### src/rtl/sobel_pkg.sv
package sobel_pkg;

  // Default sizing of the line stores and the frame
  localparam int DEF_MAX_WIDTH  = 1024;
  localparam int DEF_MAX_HEIGHT = 4096;

  // Configuration port
  localparam int CFG_IDX_W  = 1;
  localparam int CFG_DATA_W = 13;
  localparam int IMG_W_BITS = 11;
  localparam int IMG_H_BITS = 13;

  localparam logic [IMG_W_BITS-1:0] RESET_WIDTH  = 11'd640;
  localparam logic [IMG_H_BITS-1:0] RESET_HEIGHT = 13'd480;
  localparam int MIN_WIDTH  = 3;
  localparam int MIN_HEIGHT = 2;

  typedef enum logic [CFG_IDX_W-1:0] {
    CFG_WIDTH  = 1'b0,
    CFG_HEIGHT = 1'b1
  } cfg_idx_t;

  // Pixel and result fields
  localparam int PIX_W     = 8;
  localparam int ROW_W     = 13;
  localparam int OUT_COL_W = 10;
  localparam int OUT_ROW_W = 12;
  localparam int PIX_MAX   = 255;

  // Gray conversion: floor(x / 3) as (x * 683) >> 11 for x <= 765
  localparam int RGB_SUM_W  = 10;
  localparam int GRAY_RECIP = 683;
  localparam int GRAY_SHIFT = 11;
  localparam int GRAY_PROD_W = 20;

  // Gradient and magnitude
  localparam int GRAD_W    = 11;
  localparam int GSUM_W    = 10;
  localparam int SQ_W      = 20;
  localparam int ROOT_REG_W = 22;
  localparam int ROOT_W    = 11;
  localparam int ROOT_TOP_BIT = 20;

  // Commands from the controller to the datapath
  typedef struct packed {
    logic capture;
    logic read;
    logic update;
    logic grad;
    logic square;
    logic sum;
    logic root_step;
    logic emit;
  } sobel_cmd_t;

  // Status from the datapath to the controller
  typedef struct packed {
    logic hit;
    logic root_last;
    logic out_free;
  } sobel_status_t;

endpackage

### src/rtl/sobel_ctrl.sv
module sobel_ctrl
  import sobel_pkg::*;
(
  input  logic          clk,
  input  logic          rst,
  input  logic          in_valid,
  output logic          in_ready,
  input  sobel_status_t status,
  output sobel_cmd_t    cmd
);

  typedef enum logic [7:0] {
    S_IDLE   = 8'b0000_0001,
    S_READ   = 8'b0000_0010,
    S_UPDATE = 8'b0000_0100,
    S_GRAD   = 8'b0000_1000,
    S_SQUARE = 8'b0001_0000,
    S_SUM    = 8'b0010_0000,
    S_ROOT   = 8'b0100_0000,
    S_EMIT   = 8'b1000_0000
  } state_t;

  state_t state;
  state_t state_next;

  // Advance the sequencer
  always_ff @(posedge clk) begin
    if (rst) begin
      state <= S_IDLE;
    end else begin
      state <= state_next;
    end
  end

  // Decode commands and next state; take nothing while in reset
  always_comb begin
    state_next = state;
    cmd        = '0;
    in_ready   = 1'b0;
    unique case (state)
      S_IDLE: begin
        in_ready    = !rst;
        cmd.capture = in_valid && !rst;
        if (in_valid && !rst) begin
          state_next = S_READ;
        end
      end
      S_READ: begin
        cmd.read   = 1'b1;
        state_next = S_UPDATE;
      end
      S_UPDATE: begin
        cmd.update = 1'b1;
        state_next = status.hit ? S_GRAD : S_IDLE;
      end
      S_GRAD: begin
        cmd.grad   = 1'b1;
        state_next = S_SQUARE;
      end
      S_SQUARE: begin
        cmd.square = 1'b1;
        state_next = S_SUM;
      end
      S_SUM: begin
        cmd.sum    = 1'b1;
        state_next = S_ROOT;
      end
      S_ROOT: begin
        cmd.root_step = 1'b1;
        if (status.root_last) begin
          state_next = S_EMIT;
        end
      end
      S_EMIT: begin
        cmd.emit = status.out_free;
        if (status.out_free) begin
          state_next = S_IDLE;
        end
      end
      default: begin
        state_next = S_IDLE;
      end
    endcase
  end

endmodule

### config.mk
export PLATFORM = sky130hd
export DESIGN_NAME = sobel_ctrl
export DESIGN_NICKNAME = d
export VERILOG_FILES = /design/src/rtl/sobel_pkg.sv /design/src/rtl/sobel_ctrl.sv
export SDC_FILE = /design/constraint.sdc
export NUM_CORES = 1
export LEC_CHECK = 0
export BUFFER_PORTS_ARGS = -buffer_cell sky130_fd_sc_hd__buf_2
export CORE_AREA = 8 8 45 47
export DETAILED_ROUTE_END_ITERATION = 10
export DIE_AREA = 0 0 53 55
export GPL_TIMING_DRIVEN = 0
export PLACE_DENSITY = 0.69
export SYNTH_ARGS = -nofsm -noshare
export SYNTH_HDL_FRONTEND = slang
export SYNTH_SLANG_ARGS = --single-unit
### constraint.sdc
create_clock -name clk -period 1.9 [get_ports clk]
set_input_delay 0.38 -clock clk [delete_from_list [all_inputs] [get_ports clk]]
set_output_delay 0.38 -clock clk [all_outputs]
set_load 0.02 [all_outputs]
==> results of run 1 <==
final timing paths:
check                 start        to  slack [ps]  cells past startpoint
hold reg to reg    state[5]  state[5]         530                      1
hold / removal    status[1]  state[6]         410                      3
setup / recovery   state[1]    cmd[2]        -290                      4
setup reg to reg   state[1]  state[7]        -130                      6
routing by layer:
metal / vias to the layer above / routed length [µm] / global-route usage
met1: 238 / 533 / 0.0858
met3: 3 / 77 / 0.0348
met5: - / 0 / 0
met4: 0 / 25 / 0.0647
li1: 251 / - / -
met2: 17 / 632 / 0.178
cell usage after synthesis:
| cell | number |
|---|---|
| inv_1 | 3 |
| o41ai_1 | 1 |
| nor2b_1 | 2 |
| a41oi_1 | 1 |
| a211oi_1 | 1 |
| or4_4 | 1 |
| or4_1 | 2 |
| nand3_1 | 1 |
| buf_1 | 1 |
| a2111oi_0 | 1 |
| or2_2 | 4 |
| xor2_1 | 1 |
| xnor2_1 | 1 |
| nand3b_1 | 2 |
| nor2_1 | 3 |
| dfxtp_1 | 8 |
| nor3b_1 | 2 |
| or3b_2 | 1 |
| nor4b_1 | 1 |
| a21oi_1 | 1 |
| and3_1 | 2 |
| nor4_1 | 1 |
| buf_2 | 1 |
| and4b_1 | 1 |
| nand2b_1 | 3 |
| nor3_1 | 7 |
area by class of cell:
cell class	count	share of cell area
Buffer	1	0.00494
Clock buffer	3	0.0297
Sequential cell	8	0.227
Multi-Input combinational cell	40	0.468
Timing Repair Buffer	23	0.229
Inverter	3	0.0148
Tap cell	16	0.0264
logic make-up (layout without fill, tap and decap cells):
group                     Yosys count  in the layout  synth area share
DFF                                 8              8             0.359
and+or+nand+nor                    33             33             0.471
xor gates and xnor gates            2              2            0.0392
buffers and inverters               5             30            0.0448
AOI/OAI and AO/OA                   5              5            0.0868
power breakdown:
group,internal [W],switching (W),leakage [nW]
logic,0.0000686,0.0000577,0.230
registers,0.000172,0.00000382,0.0677
clock network,0.0000722,0.0000563,0.0138
total,0.000313,0.000118,0.312
metrics by stage:
step                      instances  hold WS (ps)  TNS [ps]  area, µm²   util
after floorplan                  53           486     -32.1        458      -
after global placement           82           526      -303        543  0.392
after detailed placement         82           527      -477        543  0.392
after CTS                        90           399      -750        672  0.486
after global routing             94           404     -1610        759  0.549
final                            94           411     -1260        759  0.549
critical path, delay by kind of cell, from the launching register on:
family | cells | cell delay (ps)
and+or+nand+nor | 2 | 1070
buffers and inverters | 2 | 180
DFF | 1 | 320
repair_timing:
item / in CTS / in global routing
endpoints found under the setup margin: 9 / 9
pin swaps: 3 / 5
gates cloned: 0 / 0
buffers inserted: 5 / 5
resized for setup: 18 / 18
==> metrics.csv, run 1 <==
stage;metric;value;unit
outcome;outcome;finished with violations;
outcome;failing checks;negative setup slack;
synth;Yosys top cell area share;0.359;
synth;sequential cell area fraction in the yosys report;0.359;
cells_and_area;final net count;86;
worst_setup_path;CP max FO;2;
clock_tree;Skew-Pair Late Insertion Delay;250;ps
synth;#FFs+latches synth;8;
global_route;pin count of the biggest net entering global routing;10;
global_route;Total GRT Usage;0.0959;
floorplanning;I/O Pins;15;
flow_run;max-cap check violation count;0;
place;Placer Congestion;0.821;
global_route;initial antenna violation count;0;
cells_and_area;most common cell after layout, fill and taps aside;buf_4;
clock_tree;CTS H-tree lvls;1;
cells_and_area;max FFs per register;8;
clock_tree;clk root buf;clkbuf_4;
detailed_routing;initial DRC count;9;
floorplanning;die height;55;µm
timing;Worst Setup Slack, final;-291;ps
timing;f_max;0.456;GHz
floorplanning;die width;53;µm
timing;fin. max-slew vios;0;
detailed_routing;average wire per standard cell;13.5;µm
worst_setup_path;Worst path most repeated cell;or4_4;
cells_and_area;layout cells sized above 1;0.641;
clock_tree;CTS tree;yes;
clock_tree;clock sink count;8;
timing;Worst-Margin Slew;388;ps
worst_setup_path;Critical Path End Type;primary output;
cells_and_area;area growth from synthesis to layout;70.0;%
clock_tree;clock-pin slew on the worst setup and hold paths;50;ps
place;port bufs;13;
synth;Syn Area/Cell;8.43;µm²
global_route;first-pass GRT wire length;2040;µm
floorplanning;die area;2920;µm²
timing;Worst slew margin;0.734;
power_and_ir_drop;Max VDD drop;0.359;mV
floorplanning;num rows;14;
cells_and_area;most frequent cells in the layout;buf_4 (11), buf_2 (7), buf_6 (5);
detailed_routing;vias per cell;5.41;
timing;Final Hold Viols;0;
place;DP Worst Slack;-152;ps
synth;post-synthesis cell count;53;
worst_setup_path;crit path kind;register to primary output;
place;Post-DP HPWL;768;µm
global_route;vias in the first global route;500;
detailed_routing;post-route antenna net violation count;0;
detailed_routing;final wirelength;1270;µm
worst_setup_path;Worst Path Required;1520;ps
cells_and_area;area of the multi-input gates;355;µm²
cells_and_area;ant diodes;0;
timing;unrepaired setup endpoints after global routing;true;
power_and_ir_drop;leak pwr;0.312;nW
worst_setup_path;type of origin of the critical path;register;
timing;share of the clock period used by the worst path;1.15;
worst_setup_path;crit path cell chain;or4_4 > or4_4 > inv_2 > buf_6;
detailed_routing;vias;509;
power_and_ir_drop;Tot Pwr;0.000431;W
clock_tree;CTS buffer count;3;
synth;Mapped Nets;59;
timing;min Tclk post-route;2190;ps
floorplanning;Starting Density;0.323;
synth;Cell Area, Synth;447;µm²
clock_tree;CTS max path bufs;2;
cells_and_area;Reg with most FFs;state;
timing;clock skew;0.945;ps
worst_setup_path;critical path's slowest cell;or4_4;
cells_and_area;FF/Latch Area;173;µm²
synth;Yosys top cell by area;dfxtp_1;
clock_tree;CTS Hold Bufs;0;
synth;Yosys Warn Count;0;
detailed_routing;DR pass1 iterations;2;
timing;setup violators final;6;
worst_setup_path;crit path DAT;1810;ps
synth;Cell variety after synth;26;
global_route;global route overflow;0;
min_path;Hold Path Class;primary input to register;
cells_and_area;fillcell total;126;
worst_setup_path;Worst path max stage delay;540;ps
floorplanning;core area;1380;µm²
detailed_routing;DRC Markers;0;
power_and_ir_drop;power per cell area;567;nW/µm²
cells_and_area;Largest regs;state x8;
synth;Synth area leaders;dfxtp_1 (36%), nor3_1 (7.8%), or2_2 (5.6%), nand2b_1 (4.2%), nand3b_1 (3.4%);
(Power assumes the default switching activity.)
==> inputs of run 2 (changes only) <==
- BUFFER_PORTS_ARGS: -buffer_cell sky130_fd_sc_hd__buf_2 -> -buffer_cell sky130_fd_sc_hd__clkbuf_2
==> run 2 against run 1 <==
Compared with the run above:
- the run still ends with negative setup slack left
- core utilization shrank 1.7 points
- non-clock buffer count decreased by 4
- via count fell by 11%
- die area stayed put
- highest routed layer is now met3
==> metrics.csv, run 2 (synthesized netlist as in run 1, its figures left out) <==
stage;metric;value;unit;change
outcome;outcome;finished with violations;;
outcome;failing checks;negative setup slack;;
worst_setup_path;CP max FO;4;;+2
worst_setup_path;Critical Path End Type;primary output;;
clock_tree;CTS buffer count;3;;unchanged
cells_and_area;Layout Utilization;0.532;;-0.0172
global_route;first-pass GRT wire length;1780;µm;-13%
global_route;initial antenna violation count;0;;unchanged
global_route;global route overflow;0;;unchanged
place;Placed Area;543;µm²;unchanged
timing;Final Hold Viols;0;;unchanged
cells_and_area;most frequent cells in the layout;clkbuf_2 (6), buf_4 (6), nor3_1 (4), buf_6 (4), dfxtp_2 (4);;
global_route;vias in the first global route;449;;-10%
place;placed insts;82;;unchanged
worst_setup_path;crit path kind;register to primary output;;
detailed_routing;average wire per standard cell;12.3;µm;-8.6%
cells_and_area;Reg with most FFs;state;;
detailed_routing;final wirelength;1110;µm;-13%
detailed_routing;vias per cell;5.02;;-7.3%
timing;setup TNS;-567;ps;+696 ps
clock_tree;CTS tree;yes;;
clock_tree;CTS Hold Bufs;0;;unchanged
floorplanning;Starting Density;0.323;;unchanged
timing;unrepaired setup endpoints after global routing;true;;
global_route;Total GRT Usage;0.0811;;-0.0148
floorplanning;die width;53;µm;unchanged
timing;share of the clock period used by the worst path;1.11;;-0.0409
clock_tree;CTS H-tree lvls;1;;unchanged
timing;fin. max-slew vios;0;;unchanged
cells_and_area;layout cells sized above 1;0.595;;-0.0464
worst_setup_path;type of origin of the critical path;register;;
power_and_ir_drop;Max VDD drop;0.363;mV;+0.95%
min_path;Hold Path Class;primary input to register;;
worst_setup_path;crit path DAT;1730;ps;-80 ps
floorplanning;I/O Pins;15;;unchanged
timing;Worst-Margin Slew;393;ps;+4.22 ps
detailed_routing;initial DRC count;7;;-2
floorplanning;core area;1380;µm²;unchanged
timing;Worst slew margin;0.732;;-0.00288
place;port bufs;13;;unchanged
worst_setup_path;Worst Path Required;1520;ps;about the same
power_and_ir_drop;power per cell area;579;nW/µm²;+2.0%
timing;min Tclk post-route;2110;ps;-77.8 ps
clock_tree;Skew-Pair Late Insertion Delay;250;ps;about the same
detailed_routing;DRC Markers;0;;unchanged
timing;Worst Setup Slack, final;-213;ps;+77.8 ps
place;Post-DP HPWL;759;µm;-1.2%
cells_and_area;Layout Cell Area excl Fill;736;µm²;-3.1%
detailed_routing;post-route antenna net violation count;0;;unchanged
cells_and_area;ant diodes;0;;unchanged
timing;f_max;0.473;GHz;+3.7%
detailed_routing;DR pass1 iterations;4;;+2
power_and_ir_drop;leak pwr;0.297;nW;-4.8%
cells_and_area;area growth from synthesis to layout;64.7;%;
place;Placer Congestion;0.804;;-2.1%
cells_and_area;final net count;82;;-4.7%
detailed_routing;vias;452;;-11%
clock_tree;CTS max path bufs;2;;unchanged
clock_tree;clock-pin slew on the worst setup and hold paths;60;ps;about the same
global_route;pin count of the biggest net entering global routing;10;;unchanged
cells_and_area;max FFs per register;8;;unchanged
cells_and_area;Largest regs;state x8;;
timing;clock skew;1.97;ps;+1.02 ps
clock_tree;clock sink count;8;;unchanged
floorplanning;die height;55;µm;unchanged
clock_tree;clk root buf;clkbuf_4;;
cells_and_area;Final Non-Filler Cells;90;;-4.3%
flow_run;max-cap check violation count;0;;unchanged
floorplanning;num rows;14;;unchanged
timing;setup violators final;4;;-2
floorplanning;die area;2920;µm²;unchanged
run 2: critical path: stages (launching register included):
cell	delay, ps
dfxtp_2	320
or4_4	550
or4_4	440
inv_2	80
buf_8	100
run 2: per-stage QoR:
step                setup WS (ps)  hold slack (ps)  total power, W
CTS                          -323              377        0.000417
global placement             -157              526        0.000253
floorplan                   -26.3              486        0.000237
finish                       -213              394        0.000426
global route                 -270              385        0.000455
detailed placement           -150              520        0.000254
run 2: routing by layer:
metal,vias to the layer above,wire length [µm],GRT usage
met3,0,87,0.0267
met4,0,0,0.0517
met1,200,522,0.0963
met2,14,500,0.123
li1,238,-,-
met5,-,0,0
run 2: worst paths after layout:
kind / start / end / slack (ps) / cells after the start
setup reg to reg: state[1] / state[7] / 90 / 4
hold / removal: status[2] / state[3] / 390 / 3
hold reg to reg: state[5] / state[5] / 530 / 1
setup / recovery: state[1] / cmd[2] / -210 / 4
run 2: repair_timing:
item | CTS | global route
setup endpoints to repair | 9 | 10
endpoints found under the hold margin | 0 | 0
gates resized for setup | 20 | 20
gates cloned | 0 | 0
buffers inserted | 5 | 1
pin swaps | 2 | 3
run 2: layout make-up:
type                       count  area [µm²]
inverter                       3        11.3
clock buffer                   3        22.5
tap                           16        20.0
timing repair buffer          19         154
multi-input combinational     40         355
sequential                     8         169
buffer                         1        3.75
fill                         135         648
run 2: power by group:
group / internal, W / total [W] / leakage (nW) / switching, W
clock network: 0.0000723 / 0.000130 / 0.0138 / 0.0000580
logic: 0.0000622 / 0.000119 / 0.216 / 0.0000566
registers: 0.000173 / 0.000177 / 0.0669 / 0.00000341
==> inputs of run 3 (changes only) <==
--- a/config.mk
+++ b/config.mk
@@ -10,4 +10,5 @@
 export DETAILED_ROUTE_END_ITERATION = 10
 export DIE_AREA = 0 0 53 55
+export GPL_ROUTABILITY_DRIVEN = 0
 export GPL_TIMING_DRIVEN = 0
 export PLACE_DENSITY = 0.69
==> constraint.sdc (replaced) <==
create_clock -name clk -period 1.9 [get_ports clk]
set_input_delay 0.095 -clock clk [delete_from_list [all_inputs] [get_ports clk]]
set_output_delay 0.095 -clock clk [all_outputs]
set_load 0.02 [all_outputs]
==> run 3 against run 2 <==
Compared with the run above:
- clock-buffer cell count unchanged
- the run now ends clean
- cell area down 16%
- largest cell class unchanged
- flip-flop and latch count unchanged
==> metrics.csv, run 3 (synthesized netlist as in run 1, its figures left out) <==
stage;metric;value;unit;change
clock_tree;clock sink count;8;;unchanged
clock_tree;clock-pin slew on the worst setup and hold paths;50;ps;about the same
cells_and_area;max FFs per register;8;;unchanged
worst_setup_path;critical path's slowest cell;or4_4;;
global_route;Total GRT Usage;0.0837;;+0.00260
place;DP Worst Slack;96.3;ps;+246 ps
cells_and_area;layout cells sized above 1;0.465;;-0.130
timing;Final Hold Viols;0;;unchanged
floorplanning;I/O Pins;15;;unchanged
floorplanning;core area;1380;µm²;unchanged
cells_and_area;area growth from synthesis to layout;38.1;%;
timing;Worst-Margin Slew;365;ps;-27.1 ps
timing;Worst slew margin;0.750;;+0.0185
cells_and_area;Reg with most FFs;state;;
floorplanning;Starting Density;0.323;;unchanged
min_path;hold endpoint;state[1];;
cells_and_area;Largest regs;state x8;;
worst_setup_path;Worst path depth;4;;unchanged
worst_setup_path;Critical R2R Capture;state[7];;
floorplanning;die area;2920;µm²;unchanged
global_route;global route overflow;0;;unchanged
worst_setup_path;crit path cell chain;or4_4 > or4_4 > inv_2 > clkbuf_8;;
min_path;Hold Crit Depth;3;;unchanged
global_route;first-pass GRT wire length;1790;µm;+0.79%
detailed_routing;DR pass1 iterations;4;;unchanged
flow_run;max-cap check violation count;0;;unchanged
timing;unrepaired setup endpoints after global routing;false;;
worst_setup_path;Critical Path End Type;primary output;;
timing;final hold slack;105;ps;-289 ps
worst_setup_path;Worst Path Required;1800;ps;+280 ps
clock_tree;CTS tree;yes;;
detailed_routing;average wire per standard cell;12.3;µm;-0.56%
floorplanning;die height;55;µm;unchanged
cells_and_area;area of the multi-input gates;297;µm²;-17%
place;Placed Area;532;µm²;-2.1%
place;Post-DP HPWL;795;µm;+4.8%
worst_setup_path;CP top delay family;simple AND/OR/NAND/NOR gates;;
timing;Worst Setup Slack, final;72.9;ps;+286 ps
detailed_routing;post-route antenna net violation count;0;;unchanged
cells_and_area;FF/Latch Area;164;µm²;-3.0%
power_and_ir_drop;power per cell area;629;nW/µm²;+8.7%
timing;fin. max-slew vios;0;;unchanged
power_and_ir_drop;leak pwr;0.257;nW;-13%
worst_setup_path;crit path DAT;1730;ps;about the same
detailed_routing;final wirelength;1070;µm;-3.9%
worst_setup_path;CP max FO;3;;-1
timing;share of the clock period used by the worst path;0.962;;-0.151
min_path;Hold Path Class;primary input to register;;
detailed_routing;DRC Markers;0;;unchanged
global_route;pin count of the biggest net entering global routing;10;;unchanged
detailed_routing;vias per cell;5.17;;+3.0%
clock_tree;CTS buffer count;3;;unchanged
timing;setup violators final;0;;-4
worst_setup_path;Worst path most repeated cell;or4_4;;
cells_and_area;fillcell total;135;;unchanged
floorplanning;num rows;14;;unchanged
clock_tree;CTS max path bufs;2;;unchanged
clock_tree;clk root buf;clkbuf_4;;
worst_setup_path;type of origin of the critical path;register;;
clock_tree;CTS H-tree lvls;1;;unchanged
clock_tree;CTS Hold Bufs;0;;unchanged
cells_and_area;Layout Utilization;0.446;;-0.0859
global_route;initial antenna violation count;0;;unchanged
timing;f_max;0.547;GHz;+16%
place;port bufs;13;;unchanged
worst_setup_path;Worst Reg-to-Reg Cells;4;;unchanged
worst_setup_path;CP Buf/Inv Count;2;;unchanged
cells_and_area;Layout Cell Area excl Fill;617;µm²;-16%
worst_setup_path;r2r setup slk;120;ps;+30 ps
power_and_ir_drop;Max VDD drop;0.375;mV;+3.5%
detailed_routing;initial DRC count;9;;+2
clock_tree;Skew-Pair Late Insertion Delay;250;ps;about the same
cells_and_area;ant diodes;0;;unchanged
timing;min Tclk post-route;1830;ps;-286 ps
worst_setup_path;R2R Path Start;state[3];;
detailed_routing;vias;450;;-0.44%
timing;clock skew;9.96;ps;+7.99 ps
cells_and_area;most frequent cells in the layout;clkbuf_2 (11), nor3_1 (7), dfxtp_1 (5);;
global_route;vias in the first global route;437;;-2.7%
timing;setup TNS;0;ps;+567 ps
outcome;outcome;complete, no violations;;
cells_and_area;most common cell after layout, fill and taps aside;clkbuf_2;;
cells_and_area;final net count;79;;-3.7%
min_path;Hold Startpoint;in_valid;;
floorplanning;die width;53;µm;unchanged
worst_setup_path;crit path kind;register to primary output;;
worst_setup_path;Worst path max stage delay;540;ps;about the same
run 3: cell types whose count changed in the layout (fill, tap and decap cells not counted), moves of 2 or more:
cell,delta
dfxtp_1,+2
buf_6,-4
nor3_1,+3
nor3_4,-2
buf_4,-2
clkbuf_2,+5
run 3: how the worst max path moves through the flow:
stage / start / endpoint / slack (ps)
final: state[3] / cmd[2] / 70
after global routing: state[3] / cmd[2] / 20
after CTS: state[3] / cmd[2] / -30
after detailed placement: state[0] / cmd[3] / 100
after global placement: state[0] / state[7] / 110
after floorplan: state[0] / cmd[3] / 30
run 3: metal layers:
| layer | vias up | wire length (µm) | global-route usage |
|---|---|---|---|
| met5 | - | 0 | 0 |
| met3 | 0 | 116 | 0.0535 |
| met2 | 19 | 484 | 0.119 |
| met1 | 200 | 467 | 0.100 |
| met4 | 0 | 0 | 0.0259 |
| li1 | 231 | - | - |
run 3: report_power, final:
part           total (W)  internal, W  switching, W
sequential      0.000181     0.000175    0.00000590
combinational  0.0000798    0.0000392     0.0000406
clock           0.000127    0.0000721     0.0000552
run 3: repair_timing:
item,CTS,global route
endpoints found under the setup margin,4,5
setup buffers,3,0
gates resized for setup,14,2
pin swaps,2,1
run 3: per-stage QoR:
| step | cells | power, W |
|---|---|---|
| finish | 87 | 0.000388 |
| global route | 87 | 0.000417 |
| CTS | 88 | 0.000399 |
| detailed placement | 82 | 0.000253 |
| global placement | 82 | 0.000252 |
| floorplan | 53 | 0.000235 |
run 3: worst reg2reg max path, cell delays in order (launching register included):
cell and delay (ps):
dfxtp_2 310, or4_4 540, buf_4 170, or4_4 480, and3_1 190
run 3: layout make-up:
cell class                      instances  share of cell area
Multi-Input combinational cell         40               0.481
Sequential cell                         8               0.266
Timing Repair Buffer                   16               0.160
Clock buffer                            3              0.0365
Tap cell                               16              0.0325
Inverter                                3              0.0183
Buffer                                  1             0.00609
